$ cat config.mk
export PLATFORM = sky130hd
export DESIGN_NAME = aatd_pos
export DESIGN_NICKNAME = d
export VERILOG_FILES = /design/src/rtl/assert_macros.svh /design/src/rtl/aatd_pkg.sv /design/src/rtl/aatd_pos.sv
export SDC_FILE = /design/constraint.sdc
export NUM_CORES = 1
export LEC_CHECK = 0
export BUFFER_PORTS_ARGS = -buffer_cell sky130_fd_sc_hd__buf_4
export CORE_MARGIN = 4
export CORE_UTILIZATION = 45
export DETAILED_ROUTE_END_ITERATION = 8
export PLACE_DENSITY_LB_ADDON = 0.3
export SYNTH_ARGS = -nofsm -noshare
export SYNTH_HDL_FRONTEND = slang
export SYNTH_SLANG_ARGS = --single-unit
$ cat constraint.sdc
create_clock -name clk_i -period 14.3 [get_ports clk_i]
set_input_delay 2.86 -clock clk_i [delete_from_list [all_inputs] [get_ports clk_i]]
set_output_delay 2.86 -clock clk_i [all_outputs]
set_load 0.1 [all_outputs]
$ cat src/rtl/assert_macros.svh
// Assertion helpers shared by the RTL; each expects clk_i and rst_ni in scope.
`ifndef ASSERT_MACROS_SVH
`define ASSERT_MACROS_SVH

// Check that cons holds in the same cycle as ante.
`define AATD_ASSERT_IMP(lbl, ante, cons, msg) \
  lbl: assert property (@(posedge clk_i) disable iff (!rst_ni) (ante) |-> (cons)) \
    else $error(msg);

// Check that cons holds in the cycle after ante.
`define AATD_ASSERT_NXT(lbl, ante, cons, msg) \
  lbl: assert property (@(posedge clk_i) disable iff (!rst_ni) (ante) |=> (cons)) \
    else $error(msg);

`endif

$ cat src/rtl/aatd_pkg.sv
package aatd_pkg;

  // Default sizing of the top level.
  localparam int MAX_OUT_DIM_DEF = 64;
  localparam int MAX_SRC_DIM_DEF = 1024;

  // Fixed field and register widths.
  localparam int PIX_W      = 8;
  localparam int SRC_DIM_W  = 11;
  localparam int OUT_DIM_W  = 7;
  localparam int CFG_DATA_W = 11;
  localparam int CFG_IDX_W  = 3;
  localparam int NUM_COMP   = 3;
  localparam int QUO_W      = 8;

  // Register indexes.
  localparam logic [CFG_IDX_W-1:0] REG_SRC_WIDTH  = 3'd0;
  localparam logic [CFG_IDX_W-1:0] REG_SRC_HEIGHT = 3'd1;
  localparam logic [CFG_IDX_W-1:0] REG_OUT_WIDTH  = 3'd2;
  localparam logic [CFG_IDX_W-1:0] REG_OUT_HEIGHT = 3'd3;

  // Reset value of every dimension register.
  localparam logic [CFG_DATA_W-1:0] DIM_RESET = 11'd64;

  // Component lanes in the divider.
  localparam int LANE_BLUE  = 0;
  localparam int LANE_GREEN = 1;
  localparam int LANE_RED   = 2;

  typedef enum logic [2:0] {
    S_IDLE,
    S_UPD,
    S_ERD,
    S_ELD,
    S_DIV
  } state_e;

  // Status of the source position for the pixel being taken.
  typedef struct packed {
    logic row_emit;
    logic tile_last;
  } pos_stat_t;

endpackage

$ cat src/rtl/aatd_pos.sv
module aatd_pos import aatd_pkg::*; #(
  parameter int MAX_OUT_DIM = MAX_OUT_DIM_DEF,
  parameter int MAX_SRC_DIM = MAX_SRC_DIM_DEF
) (
  input  logic                                 clk_i,
  input  logic                                 rst_ni,
  input  logic                                 restart_i,
  input  logic                                 adv_i,
  input  logic [$clog2(MAX_SRC_DIM+1)-1:0]     sw_i,
  input  logic [$clog2(MAX_SRC_DIM+1)-1:0]     sh_i,
  input  logic [$clog2(MAX_OUT_DIM+1)-1:0]     ow_i,
  input  logic [$clog2(MAX_OUT_DIM+1)-1:0]     oh_i,
  output logic [$clog2(MAX_OUT_DIM)-1:0]       win_idx_o,
  output pos_stat_t                            stat_o
);

  localparam int SRC_IDX_W = $clog2(MAX_SRC_DIM);
  localparam int OUT_IDX_W = $clog2(MAX_OUT_DIM);
  localparam int SW_W      = $clog2(MAX_SRC_DIM + 1);
  localparam int OW_W      = $clog2(MAX_OUT_DIM + 1);
  localparam int PROD_W    = SRC_IDX_W + OUT_IDX_W + 3;

  // a: x*sw, b: col*ow, c: orow*sh, d: row*oh
  logic [SRC_IDX_W-1:0] col_q, col_d, row_q, row_d;
  logic [OUT_IDX_W-1:0] orow_q, orow_d, x_q, x_d;
  logic [PROD_W-1:0]    a_q, a_d, b_q, b_d, c_q, c_d, d_q, d_d;

  logic [PROD_W-1:0] sw_p, sh_p, ow_p, oh_p, b_n;
  logic              col_last, row_last, orow_last, x_adv, emit;

  // Window boundaries compared as cross products.
  always_comb begin
    sw_p      = PROD_W'(sw_i);
    sh_p      = PROD_W'(sh_i);
    ow_p      = PROD_W'(ow_i);
    oh_p      = PROD_W'(oh_i);
    col_last  = (SW_W'(col_q) + SW_W'(1)) >= sw_i;
    row_last  = (SW_W'(row_q) + SW_W'(1)) >= sh_i;
    orow_last = (OW_W'(orow_q) + OW_W'(1)) >= oh_i;
    b_n       = b_q + ow_p;
    x_adv     = ((OW_W'(x_q) + OW_W'(1)) < ow_i) && ((a_q + sw_p) < (b_n + ow_p));
    emit      = col_last && ((d_q + oh_p) <= (c_q + sh_p))
                && ((c_q + sh_p) < (d_q + oh_p + oh_p));
  end

  // Advance the raster position by one pixel.
  always_comb begin
    col_d  = col_q;
    row_d  = row_q;
    orow_d = orow_q;
    x_d    = x_q;
    a_d    = a_q;
    b_d    = b_q;
    c_d    = c_q;
    d_d    = d_q;
    if (restart_i) begin
      col_d  = '0;
      row_d  = '0;
      orow_d = '0;
      x_d    = '0;
      a_d    = '0;
      b_d    = '0;
      c_d    = '0;
      d_d    = '0;
    end else if (adv_i) begin
      if (col_last) begin
        col_d = '0;
        x_d   = '0;
        a_d   = '0;
        b_d   = '0;
        if (emit) begin
          orow_d = orow_last ? '0 : orow_q + OUT_IDX_W'(1);
          c_d    = orow_last ? '0 : c_q + sh_p;
        end
        if (row_last) begin
          row_d  = '0;
          d_d    = '0;
          orow_d = '0;
          c_d    = '0;
        end else begin
          row_d = row_q + SRC_IDX_W'(1);
          d_d   = d_q + oh_p;
        end
      end else begin
        col_d = col_q + SRC_IDX_W'(1);
        b_d   = b_n;
        if (x_adv) begin
          x_d = x_q + OUT_IDX_W'(1);
          a_d = a_q + sw_p;
        end
      end
    end
  end

  always_ff @(posedge clk_i or negedge rst_ni) begin
    if (!rst_ni) begin
      col_q  <= '0;
      row_q  <= '0;
      orow_q <= '0;
      x_q    <= '0;
      a_q    <= '0;
      b_q    <= '0;
      c_q    <= '0;
      d_q    <= '0;
    end else begin
      col_q  <= col_d;
      row_q  <= row_d;
      orow_q <= orow_d;
      x_q    <= x_d;
      a_q    <= a_d;
      b_q    <= b_d;
      c_q    <= c_d;
      d_q    <= d_d;
    end
  end

  assign win_idx_o        = x_q;
  assign stat_o.row_emit  = emit;
  assign stat_o.tile_last = orow_last;

endmodule

==> results by group <==
STA
  – Hold slack final: 0.502 ns
  – Minimum clock period after layout: between 10 and 15 ns
  – Smallest setup slack after layout: 2.75 ns
  – Transition time of the tightest slew-check pin: 1.00 ns
  – Post-route clock period utilization: 0.807
  – Slew Limit Fails: 0
  – Worst clock skew: 0.0191 ns
  – Setup repair after global routing missed its margin: false
  – Highest clock rate: a little under 0.09 GHz
  – Setup total negative slack: 0 ns
  – Worst rel slew slack: 0.333
  – Hold Violations, Final: 0
  – Number of failing setup endpoints in the final timing report: 0

Route
  – Count of vias placed by the detailed router: 8295
  – Detailed-route wire length per cell: 16.2 µm
  – Post-Route WL: between 20000 and 25000 µm
  – Detailed router's first-iteration violation count: 372
  – Post-DRT Antenna Nets: 0
  – Vias per std cell: ~5.6
  – Number of optimization iterations in the first detailed-route pass: 7
  – DRC violations left: 0

Yosys
  – Synthesized area: 10100 µm²
  – Post-synthesis cell type with the largest combined area: sky130_fd_sc_hd__dfrtp_1
  – Number of synthesized register bits: 108
  – Library cells used by synthesis: 76
  – Top FF cell, synth: sky130_fd_sc_hd__dfrtp_1
  – Net count after synthesis: roughly 1.3k
  – Syn. warnings: 0
  – Top cells by area in the synthesized netlist: sky130_fd_sc_hd__dfrtp_1, sky130_fd_sc_hd__ha_1, sky130_fd_sc_hd__xnor2_1
  – Sequential element share of the synthesized area: 0.267
  – Fraction of post-synthesis cell area in the top cell type by area: 0.267
  – Synthesized instance count: 1147
  – Post-synthesis async set-or-reset flop share: 1.00
  – Number of flops mapped to enable cells by yosys: 0
  – Avg Cell Area, Syn: 8.83 µm²

Worst setup path
  – Critical path type: in2out
  – Category of the worst setup path capture point: output pin
  – Data arrival time of the critical path: between 8 and 9 ns
  – Type of origin of the critical path: input port
  – CP Max Fanout: 5
  – Data required time of the critical path: 11.44 ns

Layout
  – Commonest non-fill, non-tap cell in the layout: sky130_fd_sc_hd__ha_1
  – Synthesis-to-finish area growth: 9.43%
  – Fin nets: around 1.4k
  – Commonest cells after routing, fill and taps aside: sky130_fd_sc_hd__ha_1, sky130_fd_sc_hd__dfrtp_1, sky130_fd_sc_hd__inv_1, sky130_fd_sc_hd__nand2_1, sky130_fd_sc_hd__nor2_1
  – Inserted Diodes: 0
  – Fraction of layout cells with a size suffix above 1: 0.0924

Place
  – Post-placement worst setup slack: 2.77 ns
  – Total of buffers placed on input and output ports: 47
  – Global placer's final weighted congestion: ~0.84
  – Hpwl dp: 18400 µm

Floorplan
  – Area of the die: 25000 µm²
  – Starting density of the core: 0.461
  – Die span in x: 158 µm
  – Core Rows: 54
  – Die boundary height: 158 µm
  – Placeable Area: roughly 22000 µm²
  – Top-Level Pins: 48

Run status
  – Run status: complete, no violations

Clocking
  – Clock tree from TritonCTS: yes
  – Source-to-sink clock delay at the later pin of the worst-skew pair: 0.36 ns
  – CTS hold repair buffers: 0
  – Total CTS buffers: 9
  – Maximum buffer depth of the clock tree: 2
  – Root buffer cell: sky130_fd_sc_hd__clkbuf_16
  – Number of gates resized after cts: 0
  – Deepest level of the CTS H-tree: 3
  – Clock sink count: ~110
  – Buffer count from post-CTS setup fixing: 0
  – Post-CTS clock slew at the launch and capture registers of the worst setup and hold paths: 0.08 ns

Power
  – Static leakage: 5.45 nW
  – Max VDD drop: 0.000135 V
  – Total power draw: 1.83 mW
  – Power density relative to cell area: 165 nW/µm²

GRT
  – Global-route wire length before repair: 39900 µm
  – Initial antenna violation count: 0
  – Pin count of the biggest net entering global routing: 72
  – All-layer global routing usage: 0.196
  – Total global routing overflow: 0
  – Vias in the first global route: 8111

Flow run
  – Reported max-cap violation count: 0

Worst hold path
  – HP Class: reg2reg
## stage by stage
step | util | area, µm² | cells
floorplan | - | 10100 | 1147
global route | 0.505 | 11100 | 1470
finish | 0.505 | 11100 | 1470
CTS | 0.505 | 11100 | 1470
detailed placement | 0.491 | 10800 | 1454
global placement | 0.491 | 10800 | 1454
## area by class of cell
cell class | count | area [µm²]
Timing Repair Buffer | 55 | 413
Sequential cell | 108 | 2700
Clock inverter | 6 | 72.6
Tap cell | 280 | 350
Fill cell | 2061 | 10900
Inverter | 90 | 338
Clock buffer | 10 | 229
Multi-Input combinational cell | 921 | 6980
## power breakdown
group	internal, mW	switching, mW
logic	0.491	0.669
clock network	0.138	0.128
registers	0.360	0.0403
## layer usage
layer / track usage / part of all wire / up-vias
li1: - / - / 4204
met1: 0.268 / 0.48 / 3918
met2: 0.328 / 0.47 / 145
met3: 0.0230 / 0.031 / 28
met4: 0.0593 / 0.022 / 0
met5: 0 / 0 / -
## Yosys cell counts (4+ instances only)
master and n:
sky130_fd_sc_hd__o21ai_0 73, sky130_fd_sc_hd__ha_1 143, sky130_fd_sc_hd__fa_1 6, sky130_fd_sc_hd__inv_1 90, sky130_fd_sc_hd__nor3_1 15, sky130_fd_sc_hd__mux2_2 6
sky130_fd_sc_hd__a211oi_1 8, sky130_fd_sc_hd__o22ai_1 4, sky130_fd_sc_hd__o211ai_1 4, sky130_fd_sc_hd__mux2_4 7, sky130_fd_sc_hd__and2_1 4, sky130_fd_sc_hd__a21bo_2 5
sky130_fd_sc_hd__nand2b_1 16, sky130_fd_sc_hd__dfrtp_1 108, sky130_fd_sc_hd__nor4_1 4, sky130_fd_sc_hd__o21a_1 22, sky130_fd_sc_hd__a21boi_0 6, sky130_fd_sc_hd__nor2_1 79
sky130_fd_sc_hd__clkbuf_1 22, sky130_fd_sc_hd__nand3_1 45, sky130_fd_sc_hd__or3_1 7, sky130_fd_sc_hd__xor2_1 48, sky130_fd_sc_hd__and3_1 24, sky130_fd_sc_hd__nor2b_1 17
sky130_fd_sc_hd__o21bai_1 7, sky130_fd_sc_hd__xnor2_1 69, sky130_fd_sc_hd__a211o_1 4, sky130_fd_sc_hd__nand2_1 82, sky130_fd_sc_hd__a221oi_1 4, sky130_fd_sc_hd__nand4_1 16
sky130_fd_sc_hd__a21oi_1 53, sky130_fd_sc_hd__a22o_1 46, sky130_fd_sc_hd__a21o_1 26, sky130_fd_sc_hd__o31ai_1 11
## final timing paths
check	startpoint	endpoint	slack [ns]	depth (start not counted)
setup / recovery	oh_i[0]	stat_o[1]	2.75	23
hold / removal	d_q[5]	d_q[5]	0.50	2
setup reg to reg	d_q[0]	c_q[10]	7.53	23
hold reg to reg	d_q[5]	d_q[5]	0.50	2
max in group asynchronous	rst_ni	b_q[12]	10.46	2
min in group asynchronous	rst_ni	row_q[4]	2.47	1
## critical path, stage by stage
cell                       delay, ns
sky130_fd_sc_hd__buf_4          0.13
sky130_fd_sc_hd__ha_1           0.24
sky130_fd_sc_hd__fa_1           0.43
sky130_fd_sc_hd__a211oi_1       0.48
sky130_fd_sc_hd__nor2_1         0.14
sky130_fd_sc_hd__o21a_1         0.19
sky130_fd_sc_hd__nor2_1         0.11
sky130_fd_sc_hd__xnor2_1        0.12
sky130_fd_sc_hd__ha_1           0.36
sky130_fd_sc_hd__a21boi_0       0.19
sky130_fd_sc_hd__o21ai_0        0.17
sky130_fd_sc_hd__or3_1          0.47
sky130_fd_sc_hd__nor4b_1        0.38
sky130_fd_sc_hd__xnor2_1        0.18
sky130_fd_sc_hd__ha_1           0.28
sky130_fd_sc_hd__and3_1         0.20
sky130_fd_sc_hd__a221oi_1       0.31
sky130_fd_sc_hd__o21a_1         0.17
sky130_fd_sc_hd__o31ai_1        0.07
sky130_fd_sc_hd__a221oi_1       0.27
sky130_fd_sc_hd__o21ai_0        0.28
sky130_fd_sc_hd__nor2b_1        0.30
sky130_fd_sc_hd__buf_4          0.34
## flip-flops by register name, summed over array words and instances, names as in the netlist
register / flops
d_q: 19
c_q: 19
col_q: 10
a_q: 19
win_idx_o: 6
b_q: 19
row_q: 10
orow_q: 6
## cells by family (layout without fill, tap and decap cells)
kind of cell,count (synthesis),in the layout,share of synthesized area
simple gates,334,334,0.166
compound gates,303,303,0.208
fa+ha+maj,149,149,0.189
xor+xnor,119,119,0.104
buf+inv,118,161,0.0455
flops,108,108,0.267
mux,16,16,0.0200
Note: power is estimated with default switching activity, not from simulation.
