<file path="src/rtl/assert_macros.svh">
// Assertion helpers shared by the RTL; each expects clk_i and rst_ni in scope.
`ifndef ASSERT_MACROS_SVH
`define ASSERT_MACROS_SVH

// Check that cons holds in the same cycle as ante.
`define AATD_ASSERT_IMP(lbl, ante, cons, msg) \
  lbl: assert property (@(posedge clk_i) disable iff (!rst_ni) (ante) |-> (cons)) \
    else $error(msg);

// Check that cons holds in the cycle after ante.
`define AATD_ASSERT_NXT(lbl, ante, cons, msg) \
  lbl: assert property (@(posedge clk_i) disable iff (!rst_ni) (ante) |=> (cons)) \
    else $error(msg);

`endif

</file>
<file path="src/rtl/aatd_pkg.sv">
package aatd_pkg;

  // Default sizing of the top level.
  localparam int MAX_OUT_DIM_DEF = 64;
  localparam int MAX_SRC_DIM_DEF = 1024;

  // Fixed field and register widths.
  localparam int PIX_W      = 8;
  localparam int SRC_DIM_W  = 11;
  localparam int OUT_DIM_W  = 7;
  localparam int CFG_DATA_W = 11;
  localparam int CFG_IDX_W  = 3;
  localparam int NUM_COMP   = 3;
  localparam int QUO_W      = 8;

  // Register indexes.
  localparam logic [CFG_IDX_W-1:0] REG_SRC_WIDTH  = 3'd0;
  localparam logic [CFG_IDX_W-1:0] REG_SRC_HEIGHT = 3'd1;
  localparam logic [CFG_IDX_W-1:0] REG_OUT_WIDTH  = 3'd2;
  localparam logic [CFG_IDX_W-1:0] REG_OUT_HEIGHT = 3'd3;

  // Reset value of every dimension register.
  localparam logic [CFG_DATA_W-1:0] DIM_RESET = 11'd64;

  // Component lanes in the divider.
  localparam int LANE_BLUE  = 0;
  localparam int LANE_GREEN = 1;
  localparam int LANE_RED   = 2;

  typedef enum logic [2:0] {
    S_IDLE,
    S_UPD,
    S_ERD,
    S_ELD,
    S_DIV
  } state_e;

  // Status of the source position for the pixel being taken.
  typedef struct packed {
    logic row_emit;
    logic tile_last;
  } pos_stat_t;

endpackage

</file>
<file path="src/rtl/aatd_div.sv">
module aatd_div import aatd_pkg::*; #(
  parameter int SUM_W = 28,
  parameter int CNT_W = 21
) (
  input  logic                               clk_i,
  input  logic                               rst_ni,
  input  logic                               start_i,
  input  logic [NUM_COMP-1:0][SUM_W-1:0]     sum_i,
  input  logic [CNT_W-1:0]                   cnt_i,
  output logic                               done_o,
  output logic [NUM_COMP-1:0][QUO_W-1:0]     quo_o
);

  localparam int STEP_W = $clog2(QUO_W);

  logic [NUM_COMP-1:0][SUM_W-1:0] rem_q, rem_d;
  logic [NUM_COMP-1:0][QUO_W-1:0] quo_q, quo_d;
  logic [SUM_W-1:0]               dvs_q, dvs_d;
  logic [STEP_W-1:0]              step_q, step_d;
  logic                           busy_q, busy_d;
  logic                           zero_q, zero_d;

  // One restoring step per cycle, the three components side by side.
  always_comb begin
    rem_d  = rem_q;
    quo_d  = quo_q;
    dvs_d  = dvs_q;
    step_d = step_q;
    busy_d = busy_q;
    zero_d = zero_q;
    if (start_i) begin
      rem_d  = sum_i;
      quo_d  = '0;
      dvs_d  = SUM_W'(cnt_i) << (QUO_W - 1);
      step_d = '0;
      busy_d = 1'b1;
      zero_d = (cnt_i == '0);
    end else if (busy_q) begin
      for (int l = 0; l < NUM_COMP; l++) begin
        if (rem_q[l] >= dvs_q) begin
          rem_d[l] = rem_q[l] - dvs_q;
          quo_d[l] = {quo_q[l][QUO_W-2:0], 1'b1};
        end else begin
          quo_d[l] = {quo_q[l][QUO_W-2:0], 1'b0};
        end
      end
      dvs_d  = dvs_q >> 1;
      step_d = step_q + STEP_W'(1);
      if (step_q == STEP_W'(QUO_W - 1)) begin
        busy_d = 1'b0;
      end
    end
  end

  always_ff @(posedge clk_i or negedge rst_ni) begin
    if (!rst_ni) begin
      busy_q <= 1'b0;
      step_q <= '0;
    end else begin
      busy_q <= busy_d;
      step_q <= step_d;
    end
  end

  always_ff @(posedge clk_i) begin
    rem_q  <= rem_d;
    quo_q  <= quo_d;
    dvs_q  <= dvs_d;
    zero_q <= zero_d;
  end

  // An empty window averages to zero.
  assign done_o = !busy_q;
  assign quo_o  = zero_q ? '0 : quo_q;

endmodule

</file>
<file path="config.mk">
export PLATFORM = sky130hd
export DESIGN_NAME = aatd_div
export DESIGN_NICKNAME = d
export VERILOG_FILES = /design/src/rtl/assert_macros.svh /design/src/rtl/aatd_pkg.sv /design/src/rtl/aatd_div.sv
export SDC_FILE = /design/constraint.sdc
export NUM_CORES = 1
export LEC_CHECK = 0
export CORE_UTILIZATION = 50
export CTS_BUF_LIST = sky130_fd_sc_hd__clkbuf_4
export DETAILED_ROUTE_END_ITERATION = 16
export DONT_BUFFER_PORTS = 1
export PLACE_DENSITY = 0.67
export SLEW_MARGIN = 0
export SYNTH_ARGS = -nofsm -noshare
export SYNTH_HDL_FRONTEND = slang
export SYNTH_SLANG_ARGS = --single-unit
</file>
<file path="constraint.sdc">
create_clock -name clk_i -period 8.7 [get_ports clk_i]
set_clock_uncertainty 0.05 [all_clocks]
set_input_delay 0.87 -clock clk_i [delete_from_list [all_inputs] [get_ports clk_i]]
set_output_delay 0.87 -clock clk_i [all_outputs]
set_load 0.1 [all_outputs]
</file>
==> flow_metrics.py, run 1 <==
metrics = {
    "outcome": {
        "outcome": "complete, no violations",
    },
    "timing": {
        "post-route-min-period_ns": 3.400,
        "tightest_slew_margin_relative_to_the_limit": 0.2852,
        "setup_viol_count_final": 0,
        "timing_max_transition_violations_final": 0,
        "worst_slew_pin_slew_ns": 1.067,
        "final_critical_path_setup_slack_ns": 5.300,
        "number_of_endpoints_with_negative_hold_slack_in_the_final_report": 0,
        "timing.hold.ws_ns": 0.3008,
        "post-route-period-util": 0.3908,
        "rsz_0062_raised_after_global_routing": "no",
        "setup-tns-final_ns": 0,
        "max_freq_ghz": 0.2942,
    },
    "power_and_ir_drop": {
        "part_of_the_total_power_dissipated_in_sequential_elements": 0.280,
        "net-switching-power_mw": 1.948,
        "static_leakage_nw": 4.531,
        "swShare": 0.4700,
        "power_report.internal_total_mw": 2.197,
        "power.share.combinational": 0.608,
        "vdd_drop_max_uv": 134.5,
        "power_density_nw_per_um2": 376.0,
        "share_clk_of_total_power": 0.112,
    },
    "global_routing": {
        "grt_start_max_net_pins": 221,
        "grt_use_met1": 0.3549,
        "grt_util_all_layers": 0.2573,
        "global_route_track_usage_on_met3": 0.05932,
        "grt_pass1_vias": 8081,
        "grt.busiest_layer": "met2",
        "gr-usage-met2": 0.4009,
        "grt_pass1_wl_um": 43040,
        "antenna_found_initial": 2,
        "grt-ovfl-total": 0,
    },
    "flow_run": {
        "maxCapViolations": 0,
    },
    "placement": {
        "gpl.final_weighted_congestion": 0.9595,
        "io_buffer_count": 0,
        "post_placement_worst_setup_slack_ns": 5.332,
        "dpl.hpwl_um": 20570,
    },
    "clocking": {
        "tritoncts": "yes",
        "clock_latency_ns": 0.59,
        "cts_h_tree_lvls": 4,
        "cts.clk_slew.worst_paths_ns": 0.16,
        "post_cts_buffers": 0,
        "cts.sinks": 141,
        "cts-root-to-sink-buffers": 2,
        "cts-buffers-inserted": 17,
        "ctsRootBufferMaster": "sky130_fd_sc_hd__clkbuf_4",
    },
    "setup_path": {
        "worstPathMaxFanout": 20,
        "slowest_stage": "sky130_fd_sc_hd__a211oi_1",
        "crit_required_ns": 8.93,
        "timing.critical_path.cells": "ha_1 -> fa_1 -> nand2b_1 -> a211oi_1 -> o31ai_2 -> a21boi_0 -> o311a_1 -> o21ai_1 -> nand2_1 -> buf_4",
        "worstPathArrival_ns": 3.63,
        "worst_r2r_path_depth": 10,
        "endpoint_kind": "flip-flop",
        "path_class": "reg -> reg",
        "crit_path_max_incr_delay_ns": 0.42,
        "crit_path_start_kind": "flip-flop",
    },
    "logic_synthesis": {
        "syn_nets": 1361,
        "postSynthRegisterBits": 141,
        "post-synth-top-count-cell": "sky130_fd_sc_hd__nand2_1",
        "syn-cell-area_um2": 10480,
        "yosys-top-cells-count": "140 x sky130_fd_sc_hd__nand2_1, 106 x sky130_fd_sc_hd__edfxtp_1, 86 x sky130_fd_sc_hd__ha_1",
        "netlist_top_cells_area": "sky130_fd_sc_hd__edfxtp_1 30%, sky130_fd_sc_hd__ha_1 10%, sky130_fd_sc_hd__dfxtp_1 5.9%",
        "yosysSeqAreaShare": 0.3725,
        "netlist.top_cell.by_area": "sky130_fd_sc_hd__edfxtp_1",
        "postSynth.asyncResetShare": 0.02837,
        "synth_enable_flop_cells": 106,
        "yosys.cell_types.count": 80,
        "synth_top_area_share": 0.3037,
        "synthesis.yosys.warnings": 0,
        "synth-main-ff-cell": "sky130_fd_sc_hd__edfxtp_1",
        "syn_area_per_cell_um2": 9.003,
        "syn_inst": 1164,
    },
    "detailed_routing": {
        "first_iter_violations": 875,
        "wire_per_inst_um": 19.48,
        "detail_route.drc_violations": 0,
        "drtAntennaViolNets": 0,
        "drt-vias-per-instance": 6.040,
        "wl_final_um": 27540,
        "drt_pass1_iterations": 7,
        "dr_total_vias": 8541,
    },
    "cells_and_area": {
        "final_layout_size_suffix_gt1_frac": 0.08144,
        "multi_input_comb_area_um2": 6240,
        "area_taken_by_flip_flops_and_latches_um2": 3905,
        "flow.area_growth_from_synthesis_pct": 5.182,
        "nets": 1326,
        "layout.filler_cells": 1882,
    },
    "floorplan": {
        "coreArea_um2": 20360,
        "chipHeight_um": 146.8,
        "initial_utilization": 0.5146,
        "die_x_um": 146.8,
        "io_pins": 133,
        "placementRows": 52,
        "die_area_um2": 21540,
    },
    "worst_hold_path": {
        "min_delay_path_depth": 1,
        "holdCritPathClass": "in -> reg",
    },
}
-- cells by family after synthesis --
family | share of synthesized area
buffers and inverters | 0.03952
and+or+nand+nor | 0.1740
AOI/OAI and AO/OA | 0.2130
muxes | 0.03916
adders and majority gates | 0.1084
xor gates and xnor gates | 0.05349
DFF | 0.3725
-- worst paths after layout --
check | startpoint | to | slack, ns
min reg2reg | quo_q[23] | quo_q[23] | 0.45
min | start_i | quo_q[17] | 0.30
max | dvs_q[0] | rem_q[38] | 5.30
max in group asynchronous | rst_ni | busy_q | 7.91
max reg2reg | dvs_q[0] | rem_q[38] | 5.30
min in group asynchronous | rst_ni | step_q[1] | 0.48
-- placed cells by master, fill, tap and decap left out, types with 8 or more instances in the layout --
cell                       Yosys  layout
sky130_fd_sc_hd__o21ai_1      25      25
sky130_fd_sc_hd__dfxtp_1      31      31
sky130_fd_sc_hd__a22o_1       14      14
sky130_fd_sc_hd__a31oi_1      16      16
sky130_fd_sc_hd__edfxtp_1    106     106
sky130_fd_sc_hd__clkbuf_4      0      17
sky130_fd_sc_hd__nand3_1      33      33
sky130_fd_sc_hd__nor2b_2       0      24
sky130_fd_sc_hd__o31ai_1      12      12
sky130_fd_sc_hd__nor4_1        8       8
sky130_fd_sc_hd__and3_1       11      11
sky130_fd_sc_hd__nor3_1       16      16
sky130_fd_sc_hd__a21o_1       31      31
sky130_fd_sc_hd__nand4_1      16      16
sky130_fd_sc_hd__a21oi_1      66      66
sky130_fd_sc_hd__xor2_1       34      34
sky130_fd_sc_hd__nand2b_1     15      15
sky130_fd_sc_hd__mux2_2        8       8
sky130_fd_sc_hd__a211oi_1     14      14
sky130_fd_sc_hd__inv_1        44      44
sky130_fd_sc_hd__ha_1         86      86
sky130_fd_sc_hd__o21ai_0      85      85
sky130_fd_sc_hd__mux2i_1      32      32
sky130_fd_sc_hd__nor2b_1      33       9
sky130_fd_sc_hd__xnor2_1      30      30
sky130_fd_sc_hd__nor2_1       85      85
sky130_fd_sc_hd__o21a_1        8       8
sky130_fd_sc_hd__nand2_1     140     140
-- layer usage --
metal / wire, um / vias to the layer above
met5: 0 / -
met4: 525 / 0
met3: 1963 / 36
met2: 12150 / 280
met1: 12900 / 3985
li1: - / 4240
-- state kept, by name, indices dropped and copies added, names as in the netlist --
register  count
zero_q        1
step_q        3
rem_q        84
quo_q        24
busy_q        1
dvs_q        28
-- area by class of cell --
type,count,area share
clock inverters,15,0.01669
inverters,45,0.01532
well taps,270,0.03065
repair buffers,7,0.004994
multi-input cells,917,0.5661
diodes,2,0.0004540
clock buffers,17,0.01158
flip-flops and latches,141,0.3543
-- repair_timing --
action | CTS | global route
gates resized for setup | 0 | 0
hold endpoints to repair | 4 | 0
endpoints found under the setup margin | 0 | 0
hold buffers | 1 | 0
-- critical path, delay by kind of cell (launching register included) --
family | cells | cell delay (ns)
DFF | 1 | 0.39
adders and majority gates | 2 | 0.62
and+or+nand+nor | 2 | 0.53
AOI/OAI and AO/OA | 5 | 1.13
buffers and inverters | 1 | 0.38
-- power by group through the flow --
stage / combinational, mW / sequential, mW / clock [mW]
finish: 2.52 / 1.16 / 0.466
CTS: 2.49 / 1.16 / 0.475
detailed placement: 2.47 / 1.17 / 0
floorplan: 2.00 / 1.14 / 0
global route: 2.79 / 1.18 / 0.502
global placement: 2.45 / 1.17 / 0
-- per-stage QoR --
| stage | cell area, um^2 | util | power (mW) | instances |
|---|---|---|---|---|
| final | 11020 | 0.5413 | 4.145 | 1414 |
| after global placement | 10700 | 0.5253 | 3.616 | 1379 |
| after floorplan | 10480 | - | 3.134 | 1164 |
| after CTS | 11020 | 0.5410 | 4.124 | 1412 |
| after detailed placement | 10700 | 0.5253 | 3.644 | 1379 |
| after global routing | 11020 | 0.5412 | 4.476 | 1413 |
No activity file was read; power rests on OpenSTA's default activity.
==> inputs of run 2 (changes only) <==
--- a/config.mk
+++ b/config.mk
@@ -5,11 +5,12 @@
 export SDC_FILE = /design/constraint.sdc
 export NUM_CORES = 1
 export LEC_CHECK = 0
+export ABC_AREA = 1
 export CORE_UTILIZATION = 50
 export CTS_BUF_LIST = sky130_fd_sc_hd__clkbuf_4
 export DETAILED_ROUTE_END_ITERATION = 16
 export DONT_BUFFER_PORTS = 1
-export PLACE_DENSITY = 0.67
+export PLACE_DENSITY = 0.7
 export SLEW_MARGIN = 0
 export SYNTH_ARGS = -nofsm -noshare
 export SYNTH_HDL_FRONTEND = slang
==> constraint.sdc (replaced) <==
create_clock -name clk_i -period 2.9 [get_ports clk_i]
set_clock_uncertainty 0.05 [all_clocks]
set_input_delay 0.29 -clock clk_i [delete_from_list [all_inputs] [get_ports clk_i]]
set_output_delay 0.29 -clock clk_i [all_outputs]
set_load 0.1 [all_outputs]
==> flow_metrics.py, run 2 <==
metrics = {
    "power_and_ir_drop": {
        "vdd_drop_max_uv": 421.4,
        "net-switching-power_mw": 7.302,
        "power_density_nw_per_um2": 982.7,
        "power.share.combinational": 0.646,
        "power.total_mw": 13.90,
        "power_report.internal_total_mw": 6.594,
        "swShare": 0.5255,
        "part_of_the_total_power_dissipated_in_sequential_elements": 0.250,
        "share_clk_of_total_power": 0.104,
        "static_leakage_nw": 7.506,
    },
    "clocking": {
        "ctsRootBufferMaster": "sky130_fd_sc_hd__clkbuf_4",
        "cts.sinks": 141,
        "cts-root-to-sink-buffers": 2,
        "cts-buffers-inserted": 17,
        "tritoncts": "yes",
        "cts_repair_resize_count": 0,
        "clock_latency_ns": 0.60,
        "cts.clk_slew.worst_paths_ns": 0.17,
        "cts_h_tree_lvls": 4,
    },
    "setup_path": {
        "worst_r2r_startpoint": "rem_q[0]",
        "worstPathArrival_ns": 2.89,
        "crit_start": "rem_q[0]",
        "endpoint_kind": "flip-flop",
        "path_class": "reg -> reg",
        "crit_required_ns": 3.14,
        "worst_r2r_path_depth": 15,
        "crit_path_start_kind": "flip-flop",
        "worstPathMaxFanout": 16,
        "rr_endpoint": "rem_q[13]",
        "setup.reg_to_reg.worst_slack_ns": 0.25,
    },
    "global_routing": {
        "antenna_found_initial": 4,
        "grt_pass1_wl_um": 59210,
        "grt_use_met1": 0.4020,
        "grt_util_all_layers": 0.3153,
        "grt_start_max_net_pins": 124,
        "grt-ovfl-total": 0,
        "grt_pass1_vias": 11610,
        "global_route_track_usage_on_met3": 0.04983,
        "grt.busiest_layer": "met2",
        "gr-usage-met2": 0.5337,
    },
    "logic_synthesis": {
        "syn_nets": 2105,
        "netlist_top_cells_area": "sky130_fd_sc_hd__edfxtp_1 26%, sky130_fd_sc_hd__nand2_1 25%, sky130_fd_sc_hd__inv_1 11%",
        "postSynth.asyncResetShare": 0.02837,
        "synth-main-ff-cell": "sky130_fd_sc_hd__edfxtp_1",
        "netlist.top_cell.by_area": "sky130_fd_sc_hd__edfxtp_1",
        "yosys.cell_types.count": 38,
        "syn-cell-area_um2": 12100,
        "synthesis.yosys.warnings": 0,
        "syn_inst": 1908,
        "post-synth-top-count-cell": "sky130_fd_sc_hd__nand2_1",
        "syn_area_per_cell_um2": 6.342,
        "synth_enable_flop_cells": 106,
        "synth_top_area_share": 0.2631,
        "yosysSeqAreaShare": 0.3226,
        "postSynthRegisterBits": 141,
        "yosys-top-cells-count": "799 x sky130_fd_sc_hd__nand2_1, 340 x sky130_fd_sc_hd__inv_1, 136 x sky130_fd_sc_hd__nor2_1",
    },
    "floorplan": {
        "coreArea_um2": 23610,
        "initial_utilization": 0.5125,
        "die_area_um2": 24830,
        "placementRows": 56,
        "chipHeight_um": 157.6,
        "io_pins": 133,
        "die_x_um": 157.6,
    },
    "worst_hold_path": {
        "hp-start": "start_i",
        "holdCritPathClass": "in -> reg",
        "whs_endpoint": "zero_q",
        "min_delay_path_depth": 1,
    },
    "detailed_routing": {
        "first_iter_violations": 998,
        "wl_final_um": 38260,
        "detail_route.drc_violations": 0,
        "drt-vias-per-instance": 5.220,
        "drt_pass1_iterations": 5,
        "dr_total_vias": 12410,
        "drtAntennaViolNets": 0,
        "wire_per_inst_um": 16.09,
    },
    "cells_and_area": {
        "reg.largest.list": "rem_q x84, dvs_q x28, quo_q x24",
        "final_layout_size_suffix_gt1_frac": 0.06466,
        "layout_common_cells": "799 x sky130_fd_sc_hd__nand2_1, 340 x sky130_fd_sc_hd__inv_1, 131 x sky130_fd_sc_hd__nand3_1",
        "finalInstanceArea_um2": 14140,
        "layout_commonest_cell": "sky130_fd_sc_hd__nand2_1",
        "fin_cells": 2378,
        "flow.area_growth_from_synthesis_pct": 16.85,
        "largest-register": "rem_q",
        "nets": 2241,
        "largest_reg_flops": 84,
        "finish.utilization": 0.5988,
    },
    "placement": {
        "io_buffer_count": 0,
        "placed_cells_incl_taps": 2234,
        "dpl.hpwl_um": 28550,
        "post_placement_worst_setup_slack_ns": 0.2763,
        "gpl.final_weighted_congestion": 0.9551,
        "post_dp_cell_area_um2": 12700,
    },
    "timing": {
        "post-route-period-util": 0.9131,
        "tightest_slew_margin_relative_to_the_limit": 0.1909,
        "timing_max_transition_violations_final": 0,
        "final_critical_path_setup_slack_ns": 0.2519,
        "setup-tns-final_ns": 0,
        "timing.hold.ws_ns": 0.1189,
        "setup_viol_count_final": 0,
        "rsz_0062_raised_after_global_routing": "no",
        "post-route-min-period_ns": 2.648,
        "max_freq_ghz": 0.3776,
        "worst_slew_pin_slew_ns": 1.214,
        "number_of_endpoints_with_negative_hold_slack_in_the_final_report": 0,
    },
    "outcome": {
        "outcome": "complete, no violations",
    },
    "flow_run": {
        "maxCapViolations": 0,
    },
}
## run 2: cell count changes in the layout (fill, tap and decap cells not counted), sizes merged, moves of 33 or more
cell,before,now
nor2b,33,0
nand2,141,803
nor2,85,144
dlygate4sd3,1,109
inv,55,351
o21ai,111,44
nand3,33,138
xor2,34,0
## run 2: how the worst max path moves through the flow
stage                      endpoint  depth (start not counted)  slack (ns)
after global routing       rem_q[8]                         15        0.03
after global placement    rem_q[19]                         14        0.35
final                     rem_q[13]                         15        0.25
after CTS                  rem_q[8]                         15        0.24
after detailed placement  rem_q[13]                         15        0.28
after floorplan            rem_q[0]                         14        0.22
## run 2: worst max-delay path, stage by stage, from the launching register on
cell and delay (ns):
sky130_fd_sc_hd__edfxtp_1 0.37, sky130_fd_sc_hd__inv_1 0.05, sky130_fd_sc_hd__ha_1 0.21, sky130_fd_sc_hd__fa_1 0.37
sky130_fd_sc_hd__inv_1 0.13, sky130_fd_sc_hd__nand3_1 0.10, sky130_fd_sc_hd__nand3_2 0.12, sky130_fd_sc_hd__nand2_1 0.06
sky130_fd_sc_hd__nand2_1 0.14, sky130_fd_sc_hd__nand2_1 0.07, sky130_fd_sc_hd__nand2_1 0.11, sky130_fd_sc_hd__nand2_1 0.07
sky130_fd_sc_hd__nand3_1 0.10, sky130_fd_sc_hd__nand2_1 0.05, sky130_fd_sc_hd__nand2_1 0.08, sky130_fd_sc_hd__buf_4 0.26
## run 2: layout make-up
class	count	area, um^2
timing repair buffer	147	1396
sequential	141	3904
clock inverter	15	186.4
inverter	342	1284
fill	2249	9473
multi-input combinational	1395	6838
antenna	2	5.005
clock buffer	17	127.6
tap	319	399.1
## run 2: logic make-up after synthesis
group,Yosys count,synth area share
AND/OR/NAND/NOR,1169,0.4024
buffers and inverters,372,0.1173
flip-flops,141,0.3226
AO/OA/AOI/OAI,131,0.05946
adder cells (fa/ha/maj),89,0.09389
XOR/XNOR,6,0.004343
## run 2: layer usage
metal | vias to the layer above | routed length (um)
li1 | 6276 | -
met1 | 5627 | 16570
met2 | 440 | 17560
met3 | 70 | 2834
met4 | 0 | 1285
met5 | - | 0
## run 2: timing repair
action / 4_1_cts / 5_1_grt
setup buffers: 0 / 0
hold buffers: 110 / 0
endpoints found under the hold margin: 118 / 0
## run 2: power by group through the flow
stage	combinational, mW	clock, mW	sequential (mW)
after floorplan	6.67	0	3.34
after global placement	8.52	0	3.50
after detailed placement	8.66	0	3.50
after CTS	8.84	1.46	3.46
after global routing	10.2	1.54	3.51
final	8.98	1.44	3.47
